--- config.mk ---
export PLATFORM = sky130hd
export DESIGN_NAME = pm1_pp1_smoothness_router_core
export DESIGN_NICKNAME = d
export VERILOG_FILES = /design/src/pmr_pkg.sv /design/src/pmr_div.sv /design/src/pm1_pp1_smoothness_router_core.sv
export SDC_FILE = /design/constraint.sdc
export NUM_CORES = 2
export LEC_CHECK = 0
export BUFFER_PORTS_ARGS = -buffer_cell sky130_fd_sc_hd__buf_2
export CAP_MARGIN = 10
export CORE_MARGIN = 1.5
export CORE_UTILIZATION = 25
export DETAILED_ROUTE_END_ITERATION = 8
export GPL_TIMING_DRIVEN = 0
export SYNTH_ARGS = -nofsm -noshare
export SYNTH_HDL_FRONTEND = slang
export SYNTH_SLANG_ARGS = --single-unit
--- constraint.sdc ---
create_clock -name clk -period 6.4 [get_ports clk]
set_input_delay 0 -clock clk [delete_from_list [all_inputs] [get_ports clk]]
set_output_delay 0 -clock clk [all_outputs]
set_load 0.01 [all_outputs]
--- src/pmr_pkg.sv ---
`timescale 1ns / 1ps
// Shared constants, register indexes and result codes of the smoothness router.
package pmr_pkg;

  // Default width of the prime value.
  localparam int DEFAULT_WIDTH = 32;

  // Configuration register layout.
  localparam int LIMIT_W   = 10;
  localparam int CFG_IDX_W = 2;

  localparam logic [CFG_IDX_W-1:0] REG_HIGH_LIMIT   = 2'd0;
  localparam logic [CFG_IDX_W-1:0] REG_MEDIUM_LIMIT = 2'd1;
  localparam logic [CFG_IDX_W-1:0] REG_ROUTE_LIMIT  = 2'd2;

  localparam logic [LIMIT_W-1:0] HIGH_LIMIT_RST   = 10'd100;
  localparam logic [LIMIT_W-1:0] MEDIUM_LIMIT_RST = 10'd10;
  localparam logic [LIMIT_W-1:0] ROUTE_LIMIT_RST  = 10'd20;

  // Result field widths.
  localparam int MINUS_W = 32;
  localparam int PLUS_W  = 33;
  localparam int CLASS_W = 2;
  localparam int ROUTE_W = 2;

  // Smoothness classes.
  localparam logic [CLASS_W-1:0] CLASS_HIGH   = 2'd0;
  localparam logic [CLASS_W-1:0] CLASS_MEDIUM = 2'd1;
  localparam logic [CLASS_W-1:0] CLASS_LOW    = 2'd2;

  // Bit positions within the route hint.
  localparam int ROUTE_MINUS_BIT = 0;
  localparam int ROUTE_PLUS_BIT  = 1;

endpackage

--- src/pmr_div.sv ---
`timescale 1ns / 1ps
// Restoring divider that produces one quotient bit per clock cycle.
module pmr_div #(
  parameter int W = pmr_pkg::DEFAULT_WIDTH + 1
) (
  input  logic         clk,
  input  logic         rst_n,
  input  logic         start,
  input  logic [W-1:0] dividend,
  input  logic [W-1:0] divisor,
  output logic         done,
  output logic [W-1:0] quotient,
  output logic [W-1:0] remainder
);
  import pmr_pkg::*;

  localparam int CNT_W = $clog2(W + 1);

  logic             run_r, run_nxt;
  logic             done_r, done_nxt;
  logic [CNT_W-1:0] cnt_r, cnt_nxt;
  logic [W-1:0]     acc_r, acc_nxt;
  logic [W-1:0]     quo_r, quo_nxt;
  logic [W-1:0]     dvs_r, dvs_nxt;
  logic [W:0]       shifted;
  logic [W:0]       diff;

  // One restoring step: shift in the next dividend bit and try a subtraction.
  assign shifted = {acc_r, quo_r[W-1]};
  assign diff    = shifted - {1'b0, dvs_r};

  always_comb begin
    run_nxt  = run_r;
    done_nxt = 1'b0;
    cnt_nxt  = cnt_r;
    acc_nxt  = acc_r;
    quo_nxt  = quo_r;
    dvs_nxt  = dvs_r;
    if (start) begin
      run_nxt = 1'b1;
      cnt_nxt = CNT_W'(W);
      acc_nxt = '0;
      quo_nxt = dividend;
      dvs_nxt = divisor;
    end else if (run_r) begin
      if (!diff[W]) begin
        acc_nxt = diff[W-1:0];
        quo_nxt = {quo_r[W-2:0], 1'b1};
      end else begin
        acc_nxt = shifted[W-1:0];
        quo_nxt = {quo_r[W-2:0], 1'b0};
      end
      cnt_nxt = cnt_r - CNT_W'(1);
      if (cnt_r == CNT_W'(1)) begin
        run_nxt  = 1'b0;
        done_nxt = 1'b1;
      end
    end
  end

  always_ff @(posedge clk) begin
    if (!rst_n) begin
      run_r  <= 1'b0;
      done_r <= 1'b0;
      cnt_r  <= '0;
    end else begin
      run_r  <= run_nxt;
      done_r <= done_nxt;
      cnt_r  <= cnt_nxt;
    end
  end

  // Data path registers carry no reset.
  always_ff @(posedge clk) begin
    acc_r <= acc_nxt;
    quo_r <= quo_nxt;
    dvs_r <= dvs_nxt;
  end

  assign done      = done_r;
  assign quotient  = quo_r;
  assign remainder = acc_r;

endmodule

--- src/pm1_pp1_smoothness_router_core.sv ---
`timescale 1ns / 1ps
// Top level of the smoothness router: sequencer, limit registers and result registers.
//
// A transaction presents a prime p on in_prime_value with start while busy is low. The block
// finds the largest prime factor of p-1 and then of p+1 by trial division, using one shared
// divider that delivers a quotient bit per cycle for each candidate divisor. The number of
// candidates per side is about half the square root of the value being factored, falling as
// small factors are divided out, plus one more division for each repeated factor. Each side
// then rates its factor with three limit multiplications, each followed by a compare. The
// result appears for exactly one cycle with out_valid, when busy is already low again; the
// receiver cannot stall it. Limits are to be written by the user on the cfg port only while
// busy is low; the block itself does not enforce this.
module pm1_pp1_smoothness_router_core #(
  parameter int WIDTH = pmr_pkg::DEFAULT_WIDTH
) (
  input  logic                              clk,
  input  logic                              rst_n,
  input  logic                              start,
  output logic                              busy,
  input  logic [WIDTH-1:0]                  in_prime_value,
  input  logic                              cfg_wr_en,
  input  logic [pmr_pkg::CFG_IDX_W-1:0]     cfg_index,
  input  logic [pmr_pkg::LIMIT_W-1:0]       cfg_data,
  output logic                              out_valid,
  output logic [pmr_pkg::MINUS_W-1:0]       out_minus_largest,
  output logic [pmr_pkg::PLUS_W-1:0]        out_plus_largest,
  output logic [pmr_pkg::CLASS_W-1:0]       out_minus_class,
  output logic [pmr_pkg::CLASS_W-1:0]       out_plus_class,
  output logic [pmr_pkg::ROUTE_W-1:0]       out_route
);
  import pmr_pkg::*;

  // Factoring works one bit wider than p so that p+1 always fits.
  localparam int W1     = WIDTH + 1;
  localparam int PROD_W = W1 + LIMIT_W;

  typedef enum logic [5:0] {
    ST_IDLE  = 6'b000001,
    ST_SETUP = 6'b000010,
    ST_DIV   = 6'b000100,
    ST_WAIT  = 6'b001000,
    ST_MUL   = 6'b010000,
    ST_CMP   = 6'b100000
  } state_t;

  state_t              state_r, state_nxt;
  logic                side_r, side_nxt;          // low for p-1, high for p+1
  logic [CFG_IDX_W-1:0] lim_sel_r, lim_sel_nxt;
  logic                hi_lt_r, hi_lt_nxt;
  logic                md_lt_r, md_lt_nxt;
  logic                out_valid_r, out_valid_nxt;

  logic [WIDTH-1:0]    p_r, p_nxt;
  logic [W1-1:0]       rem_r, rem_nxt;
  logic [W1-1:0]       best_r, best_nxt;
  logic [W1-1:0]       q_r, q_nxt;
  logic [PROD_W-1:0]   prod_r, prod_nxt;

  logic [W1-1:0]       m_large_r, m_large_nxt;
  logic [W1-1:0]       p_large_r, p_large_nxt;
  logic [CLASS_W-1:0]  m_class_r, m_class_nxt;
  logic [CLASS_W-1:0]  p_class_r, p_class_nxt;
  logic                m_good_r, m_good_nxt;
  logic                p_good_r, p_good_nxt;

  logic [LIMIT_W-1:0]  high_limit_r, medium_limit_r, route_limit_r;
  logic [LIMIT_W-1:0]  lim_mux;

  logic                div_start;
  logic                div_done;
  logic [W1-1:0]       div_quo;
  logic [W1-1:0]       div_rem;

  // Shared divider for every trial division.
  pmr_div #(
    .W (W1)
  ) u_div (
    .clk       (clk),
    .rst_n     (rst_n),
    .start     (div_start),
    .dividend  (rem_r),
    .divisor   (q_r),
    .done      (div_done),
    .quotient  (div_quo),
    .remainder (div_rem)
  );

  // Limit registers; writes to the spare index are dropped.
  always_ff @(posedge clk) begin
    if (!rst_n) begin
      high_limit_r   <= HIGH_LIMIT_RST;
      medium_limit_r <= MEDIUM_LIMIT_RST;
      route_limit_r  <= ROUTE_LIMIT_RST;
    end else if (cfg_wr_en) begin
      case (cfg_index)
        REG_HIGH_LIMIT:   high_limit_r   <= cfg_data;
        REG_MEDIUM_LIMIT: medium_limit_r <= cfg_data;
        REG_ROUTE_LIMIT:  route_limit_r  <= cfg_data;
        default: ;
      endcase
    end
  end

  // Limit that the multiplier sees in this step.
  always_comb begin
    case (lim_sel_r)
      REG_HIGH_LIMIT:   lim_mux = high_limit_r;
      REG_MEDIUM_LIMIT: lim_mux = medium_limit_r;
      default:          lim_mux = route_limit_r;
    endcase
  end

  assign div_start = (state_r == ST_DIV);

  // Sequencer: set up a side, trial-divide, then rate the factor against the three limits.
  always_comb begin
    logic                side_fin;
    logic [W1-1:0]       fin_large;
    logic [CLASS_W-1:0]  fin_class;
    logic                fin_good;
    logic                lt;

    state_nxt     = state_r;
    side_nxt      = side_r;
    lim_sel_nxt   = lim_sel_r;
    hi_lt_nxt     = hi_lt_r;
    md_lt_nxt     = md_lt_r;
    out_valid_nxt = 1'b0;
    p_nxt         = p_r;
    rem_nxt       = rem_r;
    best_nxt      = best_r;
    q_nxt         = q_r;
    prod_nxt      = prod_r;
    m_large_nxt   = m_large_r;
    p_large_nxt   = p_large_r;
    m_class_nxt   = m_class_r;
    p_class_nxt   = p_class_r;
    m_good_nxt    = m_good_r;
    p_good_nxt    = p_good_r;

    side_fin  = 1'b0;
    fin_large = '0;
    fin_class = CLASS_LOW;
    fin_good  = 1'b0;
    lt        = (prod_r < PROD_W'(p_r));

    case (state_r)
      ST_IDLE: begin
        if (start) begin
          p_nxt     = in_prime_value;
          side_nxt  = 1'b0;
          state_nxt = ST_SETUP;
        end
      end

      ST_SETUP: begin
        // The p-1 side closes at once as low and not good for p up to 2, the p+1 side for p up to 1.
        if ((!side_r && (p_r <= WIDTH'(2))) || (side_r && (p_r <= WIDTH'(1)))) begin
          side_fin = 1'b1;
        end else begin
          rem_nxt     = side_r ? (W1'(p_r) + W1'(1)) : (W1'(p_r) - W1'(1));
          best_nxt    = W1'(1);
          q_nxt       = W1'(2);
          state_nxt   = ST_DIV;
        end
      end

      ST_DIV: begin
        state_nxt = ST_WAIT;
      end

      ST_WAIT: begin
        if (div_done) begin
          if (q_r > div_quo) begin
            // Candidate passed the square root: whatever is left is prime or one.
            if (rem_r > W1'(1)) begin
              best_nxt = rem_r;
            end
            lim_sel_nxt = REG_HIGH_LIMIT;
            state_nxt   = ST_MUL;
          end else if (div_rem == '0) begin
            // Divide the factor out and try the same candidate again.
            best_nxt  = q_r;
            rem_nxt   = div_quo;
            state_nxt = ST_DIV;
          end else begin
            q_nxt     = (q_r == W1'(2)) ? W1'(3) : (q_r + W1'(2));
            state_nxt = ST_DIV;
          end
        end
      end

      ST_MUL: begin
        prod_nxt  = PROD_W'(best_r) * PROD_W'(lim_mux);
        state_nxt = ST_CMP;
      end

      ST_CMP: begin
        case (lim_sel_r)
          REG_HIGH_LIMIT: begin
            hi_lt_nxt   = lt;
            lim_sel_nxt = REG_MEDIUM_LIMIT;
            state_nxt   = ST_MUL;
          end
          REG_MEDIUM_LIMIT: begin
            md_lt_nxt   = lt;
            lim_sel_nxt = REG_ROUTE_LIMIT;
            state_nxt   = ST_MUL;
          end
          default: begin
            side_fin  = 1'b1;
            fin_large = best_r;
            fin_class = hi_lt_r ? CLASS_HIGH : (md_lt_r ? CLASS_MEDIUM : CLASS_LOW);
            fin_good  = lt;
          end
        endcase
      end

      default: begin
        state_nxt = ST_IDLE;
      end
    endcase

    // Store the finished side and move on to the next one or to the result.
    if (side_fin) begin
      if (!side_r) begin
        m_large_nxt = fin_large;
        m_class_nxt = fin_class;
        m_good_nxt  = fin_good;
        side_nxt    = 1'b1;
        state_nxt   = ST_SETUP;
      end else begin
        p_large_nxt   = fin_large;
        p_class_nxt   = fin_class;
        p_good_nxt    = fin_good;
        out_valid_nxt = 1'b1;
        state_nxt     = ST_IDLE;
      end
    end
  end

  always_ff @(posedge clk) begin
    if (!rst_n) begin
      state_r     <= ST_IDLE;
      side_r      <= 1'b0;
      lim_sel_r   <= REG_HIGH_LIMIT;
      hi_lt_r     <= 1'b0;
      md_lt_r     <= 1'b0;
      out_valid_r <= 1'b0;
    end else begin
      state_r     <= state_nxt;
      side_r      <= side_nxt;
      lim_sel_r   <= lim_sel_nxt;
      hi_lt_r     <= hi_lt_nxt;
      md_lt_r     <= md_lt_nxt;
      out_valid_r <= out_valid_nxt;
    end
  end

  // Data path and result registers carry no reset.
  always_ff @(posedge clk) begin
    p_r       <= p_nxt;
    rem_r     <= rem_nxt;
    best_r    <= best_nxt;
    q_r       <= q_nxt;
    prod_r    <= prod_nxt;
    m_large_r <= m_large_nxt;
    p_large_r <= p_large_nxt;
    m_class_r <= m_class_nxt;
    p_class_r <= p_class_nxt;
    m_good_r  <= m_good_nxt;
    p_good_r  <= p_good_nxt;
  end

  // Result ports hold steady until the next transaction finishes its first side.
  assign busy              = (state_r != ST_IDLE);
  assign out_valid         = out_valid_r;
  assign out_minus_largest = MINUS_W'(m_large_r);
  assign out_plus_largest  = PLUS_W'(p_large_r);
  assign out_minus_class   = m_class_r;
  assign out_plus_class    = p_class_r;
  assign out_route         = {p_good_r, m_good_r};

endmodule

==> results.txt <==
----------------------------------------------------
[Place]
  Routability congestion estimate from global placement ... 0.898
  Dpl hpwl ... 71000 µm
  Pre-CTS setup slack ... -2.09 ns
  Quantity of I/O buffers inserted on ports ... 120
  # placed instances ... 4770

[Critical path]
  Worst r2r src ... lim_sel_r[0]
  Setup slack of the most critical reg-to-reg path ... 0.02 ns
  Register-to-Register Path Depth ... 24
  Kind of launch point of the worst setup path ... flop
  Terminus of the critical flop-to-flop path ... prod_r[39]
  Required time worst endpoint ... 6.69 ns
  Arrival time reported for the critical path endpoint ... 6.67 ns
  Capturing element type of the critical path ... flop
  Path type of the worst setup path ... flop to flop
  Critical path peak fanout ... 6

[Logic synthesis]
  Flop and latch count out of synthesis ... 394
  Asr flop ratio synth ... 0%
  Number of enable flip-flop cells after synthesis ... 311
  Most used DFF post-synth ... edfxtp_1
  Synth Instances ... 3028
  Count of synthesis-stage warnings from yosys ... 0
  Synthesized area per cell ... 9.94 µm²
  Post-synthesis mux area share ... 2.96%
  Cells taking the most area after synthesis ... edfxtp_1 31%, fa_1 16%, ha_1 7.6%
  Net count of the mapped netlist ... 3505
  Top cell type by total area after synthesis ... edfxtp_1
  XOR/XNOR share of the synthesized area ... 3.78%
  Top-area cell type share of the netlist area ... 31.0%
  Distinct cells, synth ... 82
  Most numerous cell in the Yosys netlist ... inv_1
  Area of the mapped netlist ... 30100 µm²
  Synthesized-area fraction occupied by adder cells ... 24.0%
  Compound-cell area share of the yosys netlist ... 9.85%
  Basic-gate share of the synthesized area counting and, or, nand and nor cells ... 16.4%
  Share of the yosys chip area belonging to registers ... 36.6%
  Main combinational cell family by area after synthesis ... adder cells
  Cell types with the highest counts after synthesis ... 363 x inv_1, 335 x nand2_1, 311 x edfxtp_1, 247 x fa_1, 187 x and2_1

[Hold path]
  Number of stages on the worst hold path ... 2
  Worst hold path class ... input pin to flop
  Hold endpoint ... p_r[30]
  Startpoint of the worst hold path ... in_prime_value[30]

[Routing]
  Post-DRT Antenna Nets ... 0
  Mean number of vias per cell ... 4.67
  Count of routing violations after the opening detailed-route iteration ... 1738
  Number of iterations in the first detailed-routing pass ... 6
  Routed WL per cell ... 18.4 µm
  Post-detailed-routing wire length ... 91700 µm
  Via Count ... 23295
  Remaining routing DRC violations ... 0

[Clock tree]
  CTS tree ... yes
  Maximum number of buffers from clock root to sink ... 3
  Total number of H-tree levels ... 2
  Clock tree sinks ... 394
  Clock root buffer ... clkbuf_16
  Clock insertion delay at the later pin of the skew report ... 0.59 ns
  Clock transition time at the flip-flop clock pins of the worst setup and hold paths ... 0.07 ns
  Total clock buffers created by CTS ... 46

[Die]
  Die extent in y ... 350 µm
  Die Wd ... 350 µm
  Site row count ... 127
  Std-Cell Core Area ... 120000 µm²
  I/O pin count ... 121
  Initial cell density of the core ... 25.2%
  Die ar. ... 122000 µm²

[Layout]
  ANT cells ... 0
  Fraction of final layout cells sized beyond drive strength 1 ... 14.9%
  Fill cell total of the finished layout ... 12230
  Post-layout net count ... 3816
  Area growth from synthesis to final layout ... 23.0%
  Area taken by flip-flops and latches ... 11000 µm²
  Area occupied by multi-input gates ... 18100 µm²
  Number of standard cells in the final layout excluding fillers ... 4988

[Global routing]
  Maximum number of pins on one net before global-route repair ... 37
  GR Overflow Total ... 0
  Wire length of the first global-routing pass ... 140000 µm
  Total routing resource utilization after global routing ... 14.8%
  Via count of the first global-routing pass ... 23562
  Antenna violations before repair ... 2

[Timing]
  Final critical delay including setup and external delays ... 6.38 ns
  Transition time at the pin with the least slew margin ... 1.12 ns
  Hold Worst Slack ... 0.168 ns
  PnR worst setup slack ... 0.0247 ns
  Maximum clock skew at final layout ... 0.0256 ns
  Number of max-slew violations in the final report ... 0
  Unrepaired setup endpoints after global routing ... true
  Hold violation total from the final report ... 0
  Accumulated negative setup slack ... 0 ns
  Slew headroom ... 24.6%
  Setup violations, final ... 0
  Fmax achieved ... 157 MHz
  Final worst-path cycle share ... 99.6%

[Power]
  Power per Cell Area ... 279 nW/µm²
  Peak ir drop on the vdd network ... 222 µV
  Leakage power ... 0.0151 µW

[Job]
  Max Cap Violations ... 0

[Outcome]
  Status ... finished, final reports clean

----------------------------------------------------
==> layer usage <==
| layer | vias up | global-route usage (%) | routed length (µm) |
|---|---|---|---|
| met5 | - | 0 | 12 |
| met4 | 2 | 5.22 | 3610 |
| met3 | 161 | 2.12 | 4950 |
| met2 | 680 | 25.7 | 45500 |
| met1 | 11577 | 18.5 | 37600 |
| li1 | 10875 | - | - |
==> per-stage QoR <==
step           total power [µW]  util, %  cell area, µm²
3_3_place_gp               6710     27.4           32700
4_1_cts                    9990     30.4           36300
6_report                  10300     30.9           37000
5_1_grt                   10900     30.9           37000
2_1_floorplan              5760        -           30100
3_5_place_dp               6730     27.5           32900
==> cell type report <==
type                            count  share of cell area (%)
Multi-Input combinational cell   2126                    48.9
Tap cell                         1612                    5.45
Sequential cell                   394                    29.7
Clock inverter                     29                   0.838
Inverter                          364                    3.69
Timing Repair Buffer              268                    5.75
Buffer                            139                    2.45
Clock buffer                       56                    3.21
==> power by group <==
group          internal [µW]  switching (µW)  total [µW]
registers               2960             112        3080
clock network           1500            1130        2630
logic                   2060            2560        4610
==> layout by cell type, fill, tap and decap left out, types with 16 or more instances in the layout <==
cell type	netlist	final
xor2_1	45	43
clkbuf_16	0	53
o21ai_0	126	112
buf_2	7	130
dlygate4sd3_1	0	51
nor2_1	185	180
nor4_1	32	32
edfxtp_1	311	311
nor3_1	38	36
a21o_1	59	59
nand4_1	34	34
a21oi_1	144	120
buf_12	0	19
mux2i_1	84	75
and2_1	187	182
dfxtp_1	83	81
ha_1	182	155
xnor2_1	83	81
clkbuf_1	130	105
buf_6	1	16
fa_1	247	227
buf_4	3	67
nand2_1	335	323
fa_2	0	20
inv_2	1	16
inv_1	363	348
ha_4	0	22
and3_1	63	61
nand3_1	54	53
a21oi_2	0	21
==> worst max-delay path: stages, from the launching register on <==
cell,delay (ns)
dfxtp_4,0.36
buf_12,0.15
mux2i_4,0.19
o21ai_4,0.21
buf_6,0.19
buf_2,0.18
and2_1,0.15
fa_2,0.45
fa_2,0.60
fa_2,0.43
fa_1,0.48
inv_1,0.06
fa_2,0.55
inv_1,0.06
ha_4,0.16
a21o_1,0.17
a21o_1,0.20
a221oi_4,0.29
nor2_1,0.08
a211o_1,0.27
a21oi_4,0.24
buf_6,0.16
o21ai_4,0.08
mux2_4,0.23
o2111ai_4,0.09
==> state kept, by name, indices dropped and copies added, names as in the netlist, 2 cells and up <==
register and count:
u_div.dvs_r 33, prod_r 43, medium_limit_r 10, rem_r 33, m_large_r 32, u_div.remainder 33
out_plus_class 2, route_limit_r 10, lim_sel_r 2, u_div.cnt_r 6, p_r 32, u_div.quotient 33
high_limit_r 10, out_minus_class 2, best_r 33, state_r 6, out_plus_largest 33, q_r 33
==> cell families (layout without fill, tap and decap cells) <==
| logic type | after synthesis | in the layout |
|---|---|---|
| xor+xnor | 129 | 129 |
| fa+ha+maj | 429 | 429 |
| compound gates | 475 | 475 |
| simple gates | 1005 | 1005 |
| flops | 394 | 394 |
| mux | 88 | 88 |
| buf+inv | 508 | 856 |
==> how the worst max path moves through the flow <==
stage / from / end / slack [ns] / depth (start not counted)
3_5_place_dp: lim_sel_r[0] / prod_r[31] / -2.09 / 23
2_1_floorplan: lim_sel_r[1] / prod_r[39] / -0.009 / 24
5_1_grt: lim_sel_r[0] / prod_r[39] / -0.09 / 27
3_3_place_gp: lim_sel_r[0] / prod_r[39] / -2.07 / 22
4_1_cts: lim_sel_r[0] / prod_r[39] / -0.07 / 26
6_report: lim_sel_r[0] / prod_r[39] / 0.02 / 24
==> repair_timing <==
item / CTS / global route
hold endpoints to repair: 73 / 0
pin swaps: 115 / 127
buffers inserted: 49 / 30
hold buffers: 51 / 0
setup endpoints to repair: 35 / 21
gates cloned: 5 / 5
gates resized for setup: 207 / 117
Power figures use the tool's default switching activity.
